**config.mk**
```make
export PLATFORM = sky130hd
export DESIGN_NAME = esud_datapath
export DESIGN_NICKNAME = d
export VERILOG_FILES = /design/src/esud_pkg.sv /design/src/esud_datapath.sv
export SDC_FILE = /design/constraint.sdc
export NUM_CORES = 1
export LEC_CHECK = 0
export BUFFER_PORTS_ARGS = -buffer_cell sky130_fd_sc_hd__buf_2
export CAP_MARGIN = 15
export CORE_MARGIN = 8
export CORE_UTILIZATION = 65
export DETAILED_ROUTE_END_ITERATION = 7
export PLACE_DENSITY = 0.89
export SLEW_MARGIN = 25
export SYNTH_ARGS = -nofsm -noshare
export SYNTH_HDL_FRONTEND = slang
export SYNTH_SLANG_ARGS = --single-unit
```
**constraint.sdc**
```tcl
create_clock -name clk -period 12.8 [get_ports clk]
set_input_delay 0.64 -clock clk [delete_from_list [all_inputs] [get_ports clk]]
set_output_delay 0.64 -clock clk [all_outputs]
set_load 0.02 [all_outputs]
```
**src/esud_pkg.sv**
```systemverilog
// Shared types, codes and constant tables for the epoch-seconds to UTC date block.
// No dependencies; compiled first.
package esud_pkg;

    localparam int EPOCH_W = 31;
    localparam int REM_W   = 17;    // remainder of the constant divider, < 86400
    localparam int DAYS_W  = 15;    // whole days since epoch, <= 24855
    localparam int YEAR_W  = 11;

    // Shared multiplier: scaled dividend times reciprocal, or quotient times divisor
    localparam int MUL_A_W = 24;
    localparam int MUL_B_W = 25;
    localparam int PROD_W  = MUL_A_W + MUL_B_W;

    localparam logic [YEAR_W-1:0] EPOCH_YEAR = 11'd1970;
    localparam logic [3:0]        LAST_MONTH = 4'd11;
    localparam logic [3:0]        FEBRUARY   = 4'd1;
    localparam logic [DAYS_W-1:0] EPOCH_WDAY = 15'd4;    // 1970-01-01 was a Thursday

    // Divider phases
    typedef logic [1:0] div_sel_t;
    localparam div_sel_t DIV_DAY  = 2'd0;
    localparam div_sel_t DIV_HOUR = 2'd1;
    localparam div_sel_t DIV_MIN  = 2'd2;
    localparam div_sel_t DIV_WEEK = 2'd3;

    typedef struct packed {
        logic     load_in;
        logic     div_step;
        logic     div_end;
        div_sel_t div_sel;
        logic     year_step;
        logic     month_step;
        logic     out_load;
    } cmd_t;

    typedef struct packed {
        logic year_fits;
        logic month_fits;
    } sts_t;

    typedef struct packed {
        logic [5:0]        second;
        logic [5:0]        minute;
        logic [4:0]        hour;
        logic [4:0]        day_of_month;
        logic [3:0]        month_index;
        logic [YEAR_W-1:0] year;
        logic [2:0]        weekday;
    } date_t;

    function automatic logic [REM_W-1:0] div_divisor(input div_sel_t sel);
        logic [REM_W-1:0] d;
        case (sel)
            DIV_DAY:  d = 17'd86400;
            DIV_HOUR: d = 17'd3600;
            DIV_MIN:  d = 17'd60;
            DIV_WEEK: d = 17'd7;
            default:  d = 17'd86400;
        endcase
        return d;
    endfunction

    // Rounded-up reciprocals; exact over each phase's dividend range.
    //   day:  (t >> 7) * ceil(2^34 / 675) >> 34
    //   hour: (s >> 4) * ceil(2^21 / 225) >> 21
    //   min:  (s >> 2) * ceil(2^14 / 15)  >> 14
    //   week: w        * ceil(2^18 / 7)   >> 18
    function automatic logic [MUL_B_W-1:0] div_recip(input div_sel_t sel);
        logic [MUL_B_W-1:0] r;
        case (sel)
            DIV_DAY:  r = 25'd25451659;
            DIV_HOUR: r = 25'd9321;
            DIV_MIN:  r = 25'd1093;
            DIV_WEEK: r = 25'd37450;
            default:  r = 25'd25451659;
        endcase
        return r;
    endfunction

    // Common-year month lengths
    function automatic logic [4:0] month_days(input logic [3:0] m);
        logic [4:0] d;
        case (m)
            4'd1:    d = 5'd28;
            4'd3:    d = 5'd30;
            4'd5:    d = 5'd30;
            4'd8:    d = 5'd30;
            4'd10:   d = 5'd30;
            default: d = 5'd31;
        endcase
        return d;
    endfunction

endpackage

```
**src/esud_datapath.sv**
```systemverilog
// Datapath: divider by constants (reciprocal multiply), year/month walk, result registers.
// Depends on esud_pkg.
module esud_datapath import esud_pkg::*;
(
    input  logic               clk,
    input  logic [EPOCH_W-1:0] epoch_seconds,
    input  cmd_t               cmd,
    output sts_t               sts,
    output date_t              date
);

    // divider: one shared multiplier, quotient then remainder per phase
    logic [EPOCH_W-1:0] secs_reg;
    logic [REM_W-1:0]   sod_reg;     // second of the day
    logic [11:0]        soh_reg;     // second of the hour
    logic [DAYS_W-1:0]  quo_reg;
    logic [REM_W-1:0]   div_low;     // low dividend bits, enough for the remainder
    logic [MUL_A_W-1:0] scaled;
    logic [MUL_A_W-1:0] mul_a;
    logic [MUL_B_W-1:0] mul_b;
    logic [PROD_W-1:0]  prod;
    logic [DAYS_W-1:0]  quo_calc;
    logic [REM_W-1:0]   rem;

    // walk and partial results
    logic [DAYS_W-1:0] total_reg;
    logic [DAYS_W-1:0] days_reg;
    logic [YEAR_W-1:0] year_reg;
    logic [3:0]        month_reg;
    logic [4:0]        hour_reg;
    logic [5:0]        minute_reg;
    logic [5:0]        second_reg;
    logic [2:0]        weekday_reg;
    logic [DAYS_W-1:0] wday_base;
    date_t             date_reg;

    logic       leap;
    logic [8:0] year_len;
    logic [4:0] month_len;

    always_comb
    begin
        case (cmd.div_sel)
            DIV_DAY:
            begin
                div_low = secs_reg[REM_W-1:0];
                scaled  = secs_reg[EPOCH_W-1:7];
            end
            DIV_HOUR:
            begin
                div_low = sod_reg;
                scaled  = MUL_A_W'(sod_reg[REM_W-1:4]);
            end
            DIV_MIN:
            begin
                div_low = REM_W'(soh_reg);
                scaled  = MUL_A_W'(soh_reg[11:2]);
            end
            DIV_WEEK:
            begin
                div_low = REM_W'(wday_base);
                scaled  = MUL_A_W'(wday_base);
            end
            default:
            begin
                div_low = secs_reg[REM_W-1:0];
                scaled  = secs_reg[EPOCH_W-1:7];
            end
        endcase
    end

    // quotient cycle: scaled * reciprocal; remainder cycle: quotient * divisor
    assign mul_a = cmd.div_end ? MUL_A_W'(quo_reg) : scaled;
    assign mul_b = cmd.div_end ? MUL_B_W'(div_divisor(cmd.div_sel)) : div_recip(cmd.div_sel);
    assign prod  = mul_a * mul_b;

    always_comb
    begin
        case (cmd.div_sel)
            DIV_DAY:  quo_calc = prod[34 +: DAYS_W];
            DIV_HOUR: quo_calc = prod[21 +: DAYS_W];
            DIV_MIN:  quo_calc = prod[14 +: DAYS_W];
            DIV_WEEK: quo_calc = prod[18 +: DAYS_W];
            default:  quo_calc = prod[34 +: DAYS_W];
        endcase
    end

    // remainder < divisor, so the low bits of the difference are exact
    assign rem = div_low - prod[REM_W-1:0];

    // Years reachable from a 31-bit count are 1970..2038; the only century
    // year in range is 2000, which is leap, so the rule reduces to mod 4.
    assign leap      = (year_reg[1:0] == 2'd0);
    assign year_len  = leap ? 9'd366 : 9'd365;
    assign month_len = month_days(month_reg) + 5'((leap && month_reg == FEBRUARY) ? 1 : 0);

    assign sts.year_fits  = (days_reg < DAYS_W'(year_len));
    assign sts.month_fits = (month_reg == LAST_MONTH) || (days_reg < DAYS_W'(month_len));

    assign wday_base = total_reg + EPOCH_WDAY;

    always_ff @(posedge clk)
    begin
        if (cmd.load_in)
            secs_reg <= epoch_seconds;

        if (cmd.div_step)
            quo_reg <= quo_calc;

        if (cmd.div_end)
        begin
            case (cmd.div_sel)
                DIV_DAY:
                begin
                    total_reg <= quo_reg;
                    days_reg  <= quo_reg;
                    year_reg  <= EPOCH_YEAR;
                    month_reg <= '0;
                    sod_reg   <= rem;
                end
                DIV_HOUR:
                begin
                    hour_reg <= quo_reg[4:0];
                    soh_reg  <= rem[11:0];
                end
                DIV_MIN:
                begin
                    minute_reg <= quo_reg[5:0];
                    second_reg <= rem[5:0];
                end
                DIV_WEEK:
                begin
                    weekday_reg <= rem[2:0];
                end
                default:
                begin
                end
            endcase
        end

        if (cmd.year_step)
        begin
            days_reg <= days_reg - DAYS_W'(year_len);
            year_reg <= year_reg + 11'd1;
        end
        else if (cmd.month_step)
        begin
            days_reg  <= days_reg - DAYS_W'(month_len);
            month_reg <= month_reg + 4'd1;
        end

        if (cmd.out_load)
        begin
            date_reg.second       <= second_reg;
            date_reg.minute       <= minute_reg;
            date_reg.hour         <= hour_reg;
            date_reg.day_of_month <= days_reg[4:0] + 5'd1;
            date_reg.month_index  <= month_reg;
            date_reg.year         <= year_reg;
            date_reg.weekday      <= weekday_reg;
        end
    end

    assign date = date_reg;

endmodule

```
==> metrics.txt <==
status finished clean; P&R area growth vs syn 6.787%; worst skew pair latency around 0.47 ns; Cells after Synth ~2700; Via density ~6; gpl congestion 1.097; Synth area leaders fa_1 (31%), edfxtp_1 (21%), ha_1 (13%); Die Ht approximately 210 um; sequential share of the synthesized area a little over a fifth; Post-DRT Antenna Nets 0; yosys warns 0; H-tree Lvls 4; area share of the largest cell type after synthesis 30.58%; Worst Setup Path Type in -> reg; Post-synth EDFFs between 150 and 200; drt wl/cell ~24 um; initial drt markers around 2300; most used cell, CP inv_1; Inserted Diodes 0; Rel. slew slack between 20% and 30%; Initial Utilization 65.73%; Crit Path Max Fanout 27; Worst Hold Endpoint secs_reg[20]; clk_skew around 0.019 ns; Core ar. 38650 sq um; CTS tree yes; Crit path arrival time 10.73 ns; Worst Setup End Kind flip-flop; Sink Count 180; largest net degree at the start of global routing 55; top_reg_cell synth edfxtp_1; r2r startpoint total_reg[2]; Hold Path Class in -> reg; Std-Cell Rows 72; RSZ-0062 raised after global routing no; setup bufs post-CTS 0; clk buf depth 2; synth unique cells 79; clock slew at reported path FFs around 0.09 ns; WP data required about 13 ns; endpoints failing hold 0; GR Overflow Total 0; first-pass GRT wire length between 100000 and 150000 um; initial antenna violation count 0; die footprint ~46000 sq um; CP Buf/Inv Count 10; most frequent cell after synthesis inv_1; Worst-Margin Slew 1.134 ns; drt drc 0; FILL cells 2954; Largest register FFs 40; CP max stage cell nor2_1; Yosys top cell by area fa_1; Yosys reg bits 180; Vias 19895; Hold Path Depth 1; Post-Route Setup TNS 0 ns; reg2reg setup slack 3.48 ns; synth cell count leaders inv_1 (588), fa_1 (388), ha_1 (269); Fmax just under 100 MHz; Final min period about 10 ns; reg2reg path depth 31; hold_buf cts 0; post-DP HPWL between 60000 and 70000 um; delay-heaviest family, CP adder cells; nets 3448; Async SR Flop Fraction 0%; root buffer cell clkbuf_16; io pins 82; drt first pass iters 6; PostCTS Resize Cnt 0; Largest stage delay, worst path around 0.82 ns; share of cells above drive strength 1 under 10%; Worst setup SP type input port; max-cap viol count 0; All-Layer GR Usage between 30% and 40%; CTS buffer count 17; Reg-to-Reg End quo_reg[12]; register area approximately 5400 sq um; Buffers on Ports a little over 80; period utilization 81.31%; vias in the first global route ~21000; max-slew violations 0; Synth Area per Inst 9.493 sq um; final wirelength around 78000 um; die width between 200 and 250 um; Hold Startpoint epoch_seconds[20]; area of the multi-input gates ~18000 sq um; Synth Cell Area roughly 25000 sq um; final setup fails 0
-- layout by cell type (no fill, tap or decap), types with 7 or more instances in the layout --
cell type,count
a211oi_1,13
a21o_1,38
a21oi_1,114
a221oi_1,7
a22oi_1,7
a31oi_1,18
and2_1,16
and3_1,32
buf_2,81
buf_4,32
clkbuf_16,17
clkinv_8,7
conb_1,36
edfxtp_1,176
fa_1,388
ha_1,267
inv_1,588
nand2_1,238
nand2b_1,19
nand3_1,29
nand4_1,17
nor2_1,261
nor2b_1,16
nor3_1,27
nor4_1,12
o21a_1,13
o21ai_0,53
o21ai_1,13
o21bai_1,14
or2_2,8
xnor2_1,59
xor2_1,35
-- worst max path at each step --
stage / from / end / slack, ns / depth (start not counted)
after CTS: cmd[3] / quo_reg[12] / 2.64 / 31
after floorplan: cmd[3] / quo_reg[12] / 4.37 / 29
final: cmd[3] / quo_reg[12] / 2.39 / 31
after global routing: cmd[3] / quo_reg[12] / 2.01 / 31
after detailed placement: cmd[3] / quo_reg[12] / 2.17 / 31
after global placement: cmd[3] / quo_reg[12] / 2.32 / 31
-- stage by stage --
step | setup slack, ns | util [%] | std cells | hold WS, ns | area (sq um)
3_3_place_gp | 2.319 | 68.51 | 3250 | 0.4029 | 26480
5_1_grt | 2.008 | 70.20 | 3282 | 0.3296 | 27130
3_5_place_dp | 2.174 | 68.53 | 3250 | 0.4052 | 26490
2_1_floorplan | 4.371 | - | 2710 | 0.4003 | 25530
6_report | 2.393 | 70.20 | 3282 | 0.3381 | 27130
4_1_cts | 2.635 | 70.16 | 3282 | 0.3246 | 27110
-- worst reg2reg max path, delay by kind of cell, from the launching register on --
kind	cells	cell delay [ns]
xor+xnor	1	0.14
flops	1	0.45
mux	1	0.25
compound gates	7	2.04
simple gates	8	1.63
fa+ha+maj	9	4.35
buf+inv	5	0.32
-- cell type report --
class / count / share of cell area [%]
multi-input cells: 1847 / 64.95
flip-flops and latches: 180 / 19.78
inverters: 592 / 8.191
well taps: 518 / 2.389
repair buffers: 113 / 2.380
clock buffers: 17 / 1.568
clock inverters: 15 / 0.7472
-- metal layers --
layer / global-route usage (%) / vias to the layer above / share of wire, % / wire (um)
met1: 48.08 / 9766 / 38 / 29970
li1: - / 8598 / - / -
met4: 14.04 / 0 / 4.6 / 3590
met5: 0 / - / 0 / 0
met3: 11.46 / 224 / 14 / 10640
met2: 53.54 / 1307 / 43 / 33970
-- logic make-up (layout without fill, tap and decap cells) --
logic type / after synthesis / count (layout) / synth area share, %
other: 2 / 36 / 0.02956
xor gates and xnor gates: 95 / 95 / 3.305
muxes: 9 / 9 / 0.3645
buffers and inverters: 683 / 737 / 10.20
adders and majority gates: 657 / 657 / 43.82
DFF: 180 / 180 / 21.12
AOI/OAI and AO/OA: 348 / 348 / 8.890
and+or+nand+nor: 702 / 702 / 12.27
Power is left out: the tool's default activity adds up to more than one toggle a clock period on the data nets, which glitch-free logic cannot reach.
