### config.mk
export PLATFORM = sky130hd
export DESIGN_NAME = esud_ctrl
export DESIGN_NICKNAME = d
export VERILOG_FILES = /design/src/esud_pkg.sv /design/src/esud_ctrl.sv
export SDC_FILE = /design/constraint.sdc
export NUM_CORES = 1
export LEC_CHECK = 0
export BUFFER_PORTS_ARGS = -buffer_cell sky130_fd_sc_hd__buf_2
export CAP_MARGIN = 5
export CORE_AREA = 4 4 41 43
export CTS_BUF_LIST = sky130_fd_sc_hd__clkbuf_4
export DETAILED_ROUTE_END_ITERATION = 8
export DIE_AREA = 0 0 45 47
export GPL_TIMING_DRIVEN = 0
export HOLD_SLACK_MARGIN = 0.15
export PLACE_DENSITY = 0.72
export SLEW_MARGIN = 20
export SYNTH_ARGS = -nofsm -noshare
export SYNTH_HDL_FRONTEND = slang
export SYNTH_SLANG_ARGS = --single-unit
### constraint.sdc
create_clock -name clk -period 4.15 [get_ports clk]
set_input_delay 0.83 -clock clk [delete_from_list [all_inputs] [get_ports clk]]
set_output_delay 0.83 -clock clk [all_outputs]
set_load 0.02 [all_outputs]
### src/esud_pkg.sv
// Shared types, codes and constant tables for the epoch-seconds to UTC date block.
// No dependencies; compiled first.
package esud_pkg;

    localparam int EPOCH_W = 31;
    localparam int REM_W   = 17;    // remainder of the constant divider, < 86400
    localparam int DAYS_W  = 15;    // whole days since epoch, <= 24855
    localparam int YEAR_W  = 11;

    // Shared multiplier: scaled dividend times reciprocal, or quotient times divisor
    localparam int MUL_A_W = 24;
    localparam int MUL_B_W = 25;
    localparam int PROD_W  = MUL_A_W + MUL_B_W;

    localparam logic [YEAR_W-1:0] EPOCH_YEAR = 11'd1970;
    localparam logic [3:0]        LAST_MONTH = 4'd11;
    localparam logic [3:0]        FEBRUARY   = 4'd1;
    localparam logic [DAYS_W-1:0] EPOCH_WDAY = 15'd4;    // 1970-01-01 was a Thursday

    // Divider phases
    typedef logic [1:0] div_sel_t;
    localparam div_sel_t DIV_DAY  = 2'd0;
    localparam div_sel_t DIV_HOUR = 2'd1;
    localparam div_sel_t DIV_MIN  = 2'd2;
    localparam div_sel_t DIV_WEEK = 2'd3;

    typedef struct packed {
        logic     load_in;
        logic     div_step;
        logic     div_end;
        div_sel_t div_sel;
        logic     year_step;
        logic     month_step;
        logic     out_load;
    } cmd_t;

    typedef struct packed {
        logic year_fits;
        logic month_fits;
    } sts_t;

    typedef struct packed {
        logic [5:0]        second;
        logic [5:0]        minute;
        logic [4:0]        hour;
        logic [4:0]        day_of_month;
        logic [3:0]        month_index;
        logic [YEAR_W-1:0] year;
        logic [2:0]        weekday;
    } date_t;

    function automatic logic [REM_W-1:0] div_divisor(input div_sel_t sel);
        logic [REM_W-1:0] d;
        case (sel)
            DIV_DAY:  d = 17'd86400;
            DIV_HOUR: d = 17'd3600;
            DIV_MIN:  d = 17'd60;
            DIV_WEEK: d = 17'd7;
            default:  d = 17'd86400;
        endcase
        return d;
    endfunction

    // Rounded-up reciprocals; exact over each phase's dividend range.
    //   day:  (t >> 7) * ceil(2^34 / 675) >> 34
    //   hour: (s >> 4) * ceil(2^21 / 225) >> 21
    //   min:  (s >> 2) * ceil(2^14 / 15)  >> 14
    //   week: w        * ceil(2^18 / 7)   >> 18
    function automatic logic [MUL_B_W-1:0] div_recip(input div_sel_t sel);
        logic [MUL_B_W-1:0] r;
        case (sel)
            DIV_DAY:  r = 25'd25451659;
            DIV_HOUR: r = 25'd9321;
            DIV_MIN:  r = 25'd1093;
            DIV_WEEK: r = 25'd37450;
            default:  r = 25'd25451659;
        endcase
        return r;
    endfunction

    // Common-year month lengths
    function automatic logic [4:0] month_days(input logic [3:0] m);
        logic [4:0] d;
        case (m)
            4'd1:    d = 5'd28;
            4'd3:    d = 5'd30;
            4'd5:    d = 5'd30;
            4'd8:    d = 5'd30;
            4'd10:   d = 5'd30;
            default: d = 5'd31;
        endcase
        return d;
    endfunction

endpackage

### src/esud_ctrl.sv
// Sequencer: runs the divider phases and the year/month walk, owns the handshakes.
// Depends on esud_pkg.
module esud_ctrl import esud_pkg::*;
(
    input  logic clk,
    input  logic rst_n,
    input  logic in_valid,
    output logic in_ready,
    output logic out_valid,
    input  logic out_ready,
    input  sts_t sts,
    output cmd_t cmd
);

    localparam logic [1:0] ST_IDLE = 2'd0;
    localparam logic [1:0] ST_RUN  = 2'd1;
    localparam logic [1:0] ST_FIN  = 2'd2;

    localparam logic [1:0] W_OFF   = 2'd0;
    localparam logic [1:0] W_YEAR  = 2'd1;
    localparam logic [1:0] W_MONTH = 2'd2;
    localparam logic [1:0] W_DONE  = 2'd3;

    logic [1:0]       state_reg, state_next;
    logic [1:0]       walk_reg, walk_next;
    div_sel_t         sel_reg, sel_next;
    logic             quo_done_reg, quo_done_next;
    logic             div_on_reg, div_on_next;
    logic             out_valid_reg, out_valid_next;

    always_comb
    begin
        state_next     = state_reg;
        walk_next      = walk_reg;
        sel_next       = sel_reg;
        quo_done_next  = quo_done_reg;
        div_on_next    = div_on_reg;
        out_valid_next = out_valid_reg && !out_ready;
        cmd            = '0;
        cmd.div_sel    = sel_reg;
        in_ready       = 1'b0;

        case (state_reg)
            ST_IDLE:
            begin
                in_ready = 1'b1;
                if (in_valid)
                begin
                    cmd.load_in   = 1'b1;
                    sel_next      = DIV_DAY;
                    quo_done_next = 1'b0;
                    div_on_next   = 1'b1;
                    walk_next     = W_OFF;
                    state_next    = ST_RUN;
                end
            end
            ST_RUN:
            begin
                // each phase: quotient cycle, then remainder cycle
                if (div_on_reg)
                begin
                    if (!quo_done_reg)
                    begin
                        cmd.div_step  = 1'b1;
                        quo_done_next = 1'b1;
                    end
                    else
                    begin
                        cmd.div_end   = 1'b1;
                        quo_done_next = 1'b0;
                        if (sel_reg == DIV_WEEK)
                            div_on_next = 1'b0;
                        else
                            sel_next = sel_reg + 2'd1;
                        if (sel_reg == DIV_DAY)
                            walk_next = W_YEAR;
                    end
                end

                case (walk_reg)
                    W_YEAR:
                    begin
                        if (sts.year_fits)
                            walk_next = W_MONTH;
                        else
                            cmd.year_step = 1'b1;
                    end
                    W_MONTH:
                    begin
                        if (sts.month_fits)
                            walk_next = W_DONE;
                        else
                            cmd.month_step = 1'b1;
                    end
                    default:
                    begin
                    end
                endcase

                if (!div_on_reg && walk_reg == W_DONE)
                    state_next = ST_FIN;
            end
            ST_FIN:
            begin
                // output register free, or emptied in this same cycle
                if (!out_valid_reg || out_ready)
                begin
                    cmd.out_load   = 1'b1;
                    out_valid_next = 1'b1;
                    state_next     = ST_IDLE;
                end
            end
            default:
            begin
                state_next = ST_IDLE;
            end
        endcase
    end

    always_ff @(posedge clk or negedge rst_n)
    begin
        if (!rst_n)
        begin
            state_reg     <= ST_IDLE;
            walk_reg      <= W_OFF;
            sel_reg       <= DIV_DAY;
            quo_done_reg  <= 1'b0;
            div_on_reg    <= 1'b0;
            out_valid_reg <= 1'b0;
        end
        else
        begin
            state_reg     <= state_next;
            walk_reg      <= walk_next;
            sel_reg       <= sel_next;
            quo_done_reg  <= quo_done_next;
            div_on_reg    <= div_on_next;
            out_valid_reg <= out_valid_next;
        end
    end

    assign out_valid = out_valid_reg;

endmodule

==> flow_metrics.py, run 1 <==
metrics = {
    "synth": {
        "synth_cell_types": 23,
        "synth-seq-cells": 9,
        "syn_area_per_cell_sq_um": 9.142,
        "synth_common_cells": "dfrtp_1 (9), nor2_1 (7), inv_1 (6), nand2_1 (6)",
        "synth.area.top_cells": "dfrtp_1 (40%), ha_1 (11%), nor2_1 (4.6%)",
        "synth-seq-area-share": 0.3974,
        "yosysTopAreaCell": "dfrtp_1",
        "yosysMostFrequentCell": "dfrtp_1",
        "synth_cells": 62,
        "async_reset_ff_frac": 1.000,
        "ys.flop_type": "dfrtp_1",
        "synth_edf_count": 0,
        "yosys_warnings": 0,
        "netlist_area_sq_um": 566.8,
        "syn-num-nets": 73,
        "synth_top_area_frac": 0.3974,
    },
    "die": {
        "initial_core_util": 0.4356,
        "num_rows": 13,
        "core-area_sq_um": 1301,
        "die-height_um": 47,
        "die_area_sq_um": 2115,
        "ios": 16,
        "die_x_um": 45,
    },
    "sta": {
        "final.setup_skew_ns": 0.0007334,
        "finalCritPeriodShare": 0.5993,
        "hold_violations": 0,
        "slew_violations": 0,
        "rsz0062_at_grt": "no",
        "clock.fmax_mhz": 402.1,
        "setup_violations": 0,
        "finalSetupTns_ns": 0,
        "fin_crit_ns": 2.487,
        "maxSlewHeadroom": 0.8424,
        "worst_pin_slew_ns": 0.2357,
    },
    "setup_path": {
        "r2r_start": "walk_reg[0]",
        "crit_type": "input port to primary output",
        "cp-end-kind": "primary output",
        "critPathLaunchType": "input port",
        "arrival_ns": 1.66,
        "reg2reg_depth": 5,
        "worstPathRequired_ns": 3.32,
        "r2r-end": "walk_reg[0]",
        "rrSetupSlack_ns": 2.55,
        "path_max_fanout": 5,
    },
    "cts": {
        "cts-htree-levels": 1,
        "numCtsBuffers": 3,
        "clock_latency_ns": 0.26,
        "cts_hold_buffers": 0,
        "cts_setup_buffers": 0,
        "path_clk_slew_ns": 0.06,
        "cts_tree": "done",
        "clkSinkCount": 9,
        "cts_resized": 0,
        "cts_root_buf": "clkbuf_4",
        "clk_path_buf_depth": 2,
    },
    "detailed_routing": {
        "vias_per_cell": 5.313,
        "antenna_left": 0,
        "postRouteWirelength_um": 1141,
        "post_drt_wl_per_cell_um": 11.89,
        "drtIter0Drc": 10,
        "vias": 510,
        "firstDrtPassIters": 4,
        "post-route-drc-count": 0,
    },
    "job": {
        "drv_cap": 0,
    },
    "placed_design": {
        "port_buffers": 15,
        "dp_hpwl_um": 902,
        "dp_cells": 92,
        "routabilityCongestion": 0.7803,
    },
    "global_routing": {
        "grt_max_degree": 11,
        "antenna_found_initial": 0,
        "overflow": 0,
        "grt_pass1_wl_um": 1987,
        "grt_use_total": 0.1315,
        "grt_pass1_vias": 473,
    },
    "pwr": {
        "powerDensity_nw_per_um2": 707.5,
        "total_power_mw": 0.4887,
        "clockPowerShare": 0.152,
        "p_seq_frac": 0.332,
        "p_leak_nw": 0.3633,
        "pwr-share-comb": 0.516,
        "switching_share": 0.4413,
        "irDropWorstVdd_v": 0.0004169,
        "p_int_mw": 0.2730,
        "power.switching_mw": 0.2157,
    },
    "cells_and_area": {
        "synthToLayoutAreaGrowth_pct": 21.85,
        "drive_gt1_frac": 0.2963,
        "fill_cells": 128,
        "fin_nets": 93,
        "final_cells": 96,
        "diodes": 0,
    },
    "min_path": {
        "hold_path.class": "input port to async pin",
    },
    "outcome": {
        "status": "complete, no violations",
    },
}
[cell type report]
class | count | area (sq um) | share of cell area
buffer | 1 | 11.26 | 0.01630
inverter | 6 | 22.52 | 0.03261
tap | 15 | 18.77 | 0.02717
sequential | 9 | 225.2 | 0.3261
timing repair buffer | 15 | 75.07 | 0.1087
multi-input combinational | 46 | 307.8 | 0.4457
clock buffer | 4 | 30.03 | 0.04348
[cell families after synthesis]
logic type,Yosys count,synth area share
flops,9,0.3974
fa+ha+maj,5,0.1104
simple gates,28,0.2737
mux,2,0.03753
buf+inv,7,0.05960
compound gates,11,0.1214
[per-stage QoR]
stage,hold WS [ns],setup slack (ns),instance area [sq um],utilization
global route,0.4247,1.586,690.7,0.5308
finish,0.4102,1.663,690.7,0.5308
global placement,0.5016,1.660,660.6,0.5077
CTS,0.4177,1.659,690.7,0.5308
detailed placement,0.5326,1.663,660.6,0.5077
floorplan,0.5207,1.851,566.8,-
[power groups by stage]
stage	combinational [mW]	sequential [mW]	clock, mW
CTS	0.255	0.162	0.0755
global route	0.288	0.168	0.0800
finish	0.252	0.162	0.0745
detailed placement	0.255	0.163	0
floorplan	0.182	0.166	0
global placement	0.248	0.161	0
[cells in the final DEF, fill, tap and decap left out, drive strengths merged]
cell	count
a21oi	2
a221oi	1
a22oi	1
buf	16
clkbuf	4
dfrtp	9
ha	5
inv	6
mux2	1
mux2i	1
nand2	6
nand2b	4
nand3	2
nand3b	2
nor2	7
nor2b	1
nor3	2
nor3b	1
o21ai	5
o311ai	1
o32ai	1
or3b	2
or4b	1
[worst max-delay path, stage by stage]
cell,delay (ns)
buf_2,0.10
or3b_2,0.50
inv_1,0.07
buf_2,0.15
[worst max-delay path by stage]
stage	to	slack (ns)	cells past startpoint	from
5_1_grt	cmd[7]	1.59	4	in_valid
4_1_cts	cmd[7]	1.66	4	in_valid
2_1_floorplan	cmd[7]	1.85	2	in_valid
3_5_place_dp	cmd[7]	1.66	4	in_valid
6_report	cmd[7]	1.66	4	in_valid
3_3_place_gp	cmd[7]	1.66	4	in_valid
[per-layer routing]
layer | global-route usage | share of wire
met5 | 0 | 0
met2 | 0.2260 | 0.50
met4 | 0.05263 | 0.0061
met1 | 0.1639 | 0.44
met3 | 0.02299 | 0.053
(Power assumes the default switching activity.)
==> run 2, diff against run 1 <==
==> constraint.sdc (replaced) <==
create_clock -name clk -period 2.45 [get_ports clk]
set_input_delay 0.49 -clock clk [delete_from_list [all_inputs] [get_ports clk]]
set_output_delay 0.49 -clock clk [all_outputs]
set_load 0.02 [all_outputs]
==> run 2 against run 1 <==
  * First-iteration DRC count unchanged
  * Final area rose by 1.4%
  * Hold slack improved by 0.12 ns
  * Combinational power rose by 70%
  * Sequential power increased by 70%
  * Die area stayed put
  * Count of clock-buffer cells in the layout stayed put
  * Largest power group unchanged
==> flow_metrics.py, run 2 (synthesized netlist as in run 1, its figures left out) <==
metrics = {
    "outcome": {
        "status": "complete, no violations",
    },
    "die": {
        "ios": 16,
        "num_rows": 13,
        "die_area_sq_um": 2115,
        "core-area_sq_um": 1301,
        "die-height_um": 47,
        "initial_core_util": 0.4356,
        "die_x_um": 45,
    },
    "cells_and_area": {
        "final_cell_mix": "buf_2 (15), dfrtp_1 (9), nor2_1 (7)",
        "drive_gt1_frac": 0.2927,
        "mostFrequentLayoutCell": "buf_2",
        "synthToLayoutAreaGrowth_pct": 23.62,
        "fin_nets": 94,
        "diodes": 0,
    },
    "setup_path": {
        "arrival_ns": 1.48,
        "path_max_fanout": 7,
        "cp-end-kind": "primary output",
        "crit_type": "flip-flop to primary output",
        "worstPathRequired_ns": 1.96,
        "critPathLaunchType": "flip-flop",
    },
    "sta": {
        "finalSetupTns_ns": 0,
        "fin_crit_ns": 1.972,
        "maxSlewHeadroom": 0.8424,
        "hold_violations": 0,
        "clock.fmax_mhz": 507.2,
        "rsz0062_at_grt": "no",
        "finalCritPeriodShare": 0.8047,
        "final.setup_skew_ns": 0.0007334,
        "setup_violations": 0,
        "worst_pin_slew_ns": 0.2357,
        "whs_ns": 0.5318,
        "slew_violations": 0,
    },
    "detailed_routing": {
        "met1_length_um": 512,
        "post_drt_wl_per_cell_um": 11.82,
        "postRouteWirelength_um": 1147,
        "routed.top_layer": "met4",
        "drtIter0Drc": 10,
        "vias_per_cell": 5.278,
        "vias": 512,
        "wl_met3_um": 60,
        "post-route-drc-count": 0,
        "wl_met2_um": 567,
        "firstDrtPassIters": 4,
        "antenna_left": 0,
    },
    "cts": {
        "clk_path_buf_depth": 2,
        "cts_root_buf": "clkbuf_4",
        "cts_tree": "done",
        "numCtsBuffers": 3,
        "clock_latency_ns": 0.26,
        "cts_resized": 0,
        "cts-htree-levels": 1,
        "clkSinkCount": 9,
        "path_clk_slew_ns": 0.06,
    },
    "pwr": {
        "irDropWorstVdd_v": 0.0007111,
        "p_leak_nw": 0.3675,
        "powerDensity_nw_per_um2": 1183,
        "p_seq_frac": 0.331,
        "switching_share": 0.4410,
        "power.switching_mw": 0.3656,
        "p_int_mw": 0.4634,
        "pwr-share-comb": 0.516,
        "clockPowerShare": 0.152,
    },
    "global_routing": {
        "grt_pass1_wl_um": 2001,
        "grt_use_total": 0.1323,
        "overflow": 0,
        "antenna_found_initial": 0,
        "grt_max_degree": 11,
        "grt_pass1_vias": 476,
    },
    "placed_design": {
        "dp_hpwl_um": 902,
        "port_buffers": 15,
        "routabilityCongestion": 0.7803,
    },
    "min_path": {
        "hold_path.class": "flip-flop to flip-flop",
    },
    "job": {
        "drv_cap": 0,
    },
}
[run 2: cell count changes in the layout (fill, tap and decap cells not counted)]
cell	before	now
dlygate4sd3_1	0	1
[run 2: cell type report]
cell class              instances  area, sq um
flip-flops and latches          9        225.2
fillers                       127        600.6
well taps                      15        18.77
repair buffers                 16        85.08
plain buffers                   1        11.26
inverters                       6        22.52
clock buffers                   4        30.03
multi-input cells              46        307.8
[run 2: path summary, 6_finish.rpt]
| check | startpoint | end | slack [ns] | depth (start not counted) |
|---|---|---|---|---|
| max in group asynchronous | rst_n | state_reg[0] | 1.66 | 2 |
| worst max-delay path | state_reg[0] | cmd[7] | 0.48 | 3 |
| worst min register to register | sel_reg[0] | sel_reg[0] | 0.53 | 1 |
| worst max register to register | walk_reg[0] | walk_reg[0] | 0.85 | 5 |
| min in group asynchronous | rst_n | sel_reg[1] | 0.61 | 2 |
| worst min-delay path | sel_reg[0] | sel_reg[0] | 0.53 | 1 |
[run 2: timing repair]
item | 4_1_cts | 5_1_grt
endpoints found under the hold margin | 9 | 0
endpoints found under the setup margin | 0 | 0
hold buffers | 1 | 0
buffers inserted | 0 | 0
[run 2: stage by stage]
step           instance area (sq um)  std cells  total power [mW]  setup slack (ns)  utilization
2_1_floorplan                  566.8         62            0.5903            0.7511            -
3_3_place_gp                   660.6         92            0.6944            0.6400       0.5077
3_5_place_dp                   660.6         92            0.7089            0.6429       0.5077
4_1_cts                        700.7         97            0.8351            0.4817       0.5385
5_1_grt                        700.7         97            0.9107            0.3711       0.5385
6_report                       700.7         97            0.8290            0.4785       0.5385
[run 2: critical path: stages (launching register included)]
cell,delay (ns)
dfrtp_1,0.45
or3b_2,0.55
inv_1,0.07
buf_2,0.15
[run 2: per-layer routing]
| layer | global-route usage | vias up |
|---|---|---|
| li1 | - | 255 |
| met1 | 0.1663 | 241 |
| met5 | 0 | - |
| met2 | 0.2260 | 14 |
| met4 | 0.05263 | 0 |
| met3 | 0.02299 | 2 |
[run 2: power by group through the flow]
stage,clock network (mW),registers [mW],logic (mW)
after global routing,0.135,0.285,0.490
final,0.126,0.275,0.428
after CTS,0.128,0.274,0.433
after global placement,0,0.274,0.421
after detailed placement,0,0.276,0.433
after floorplan,0,0.281,0.309
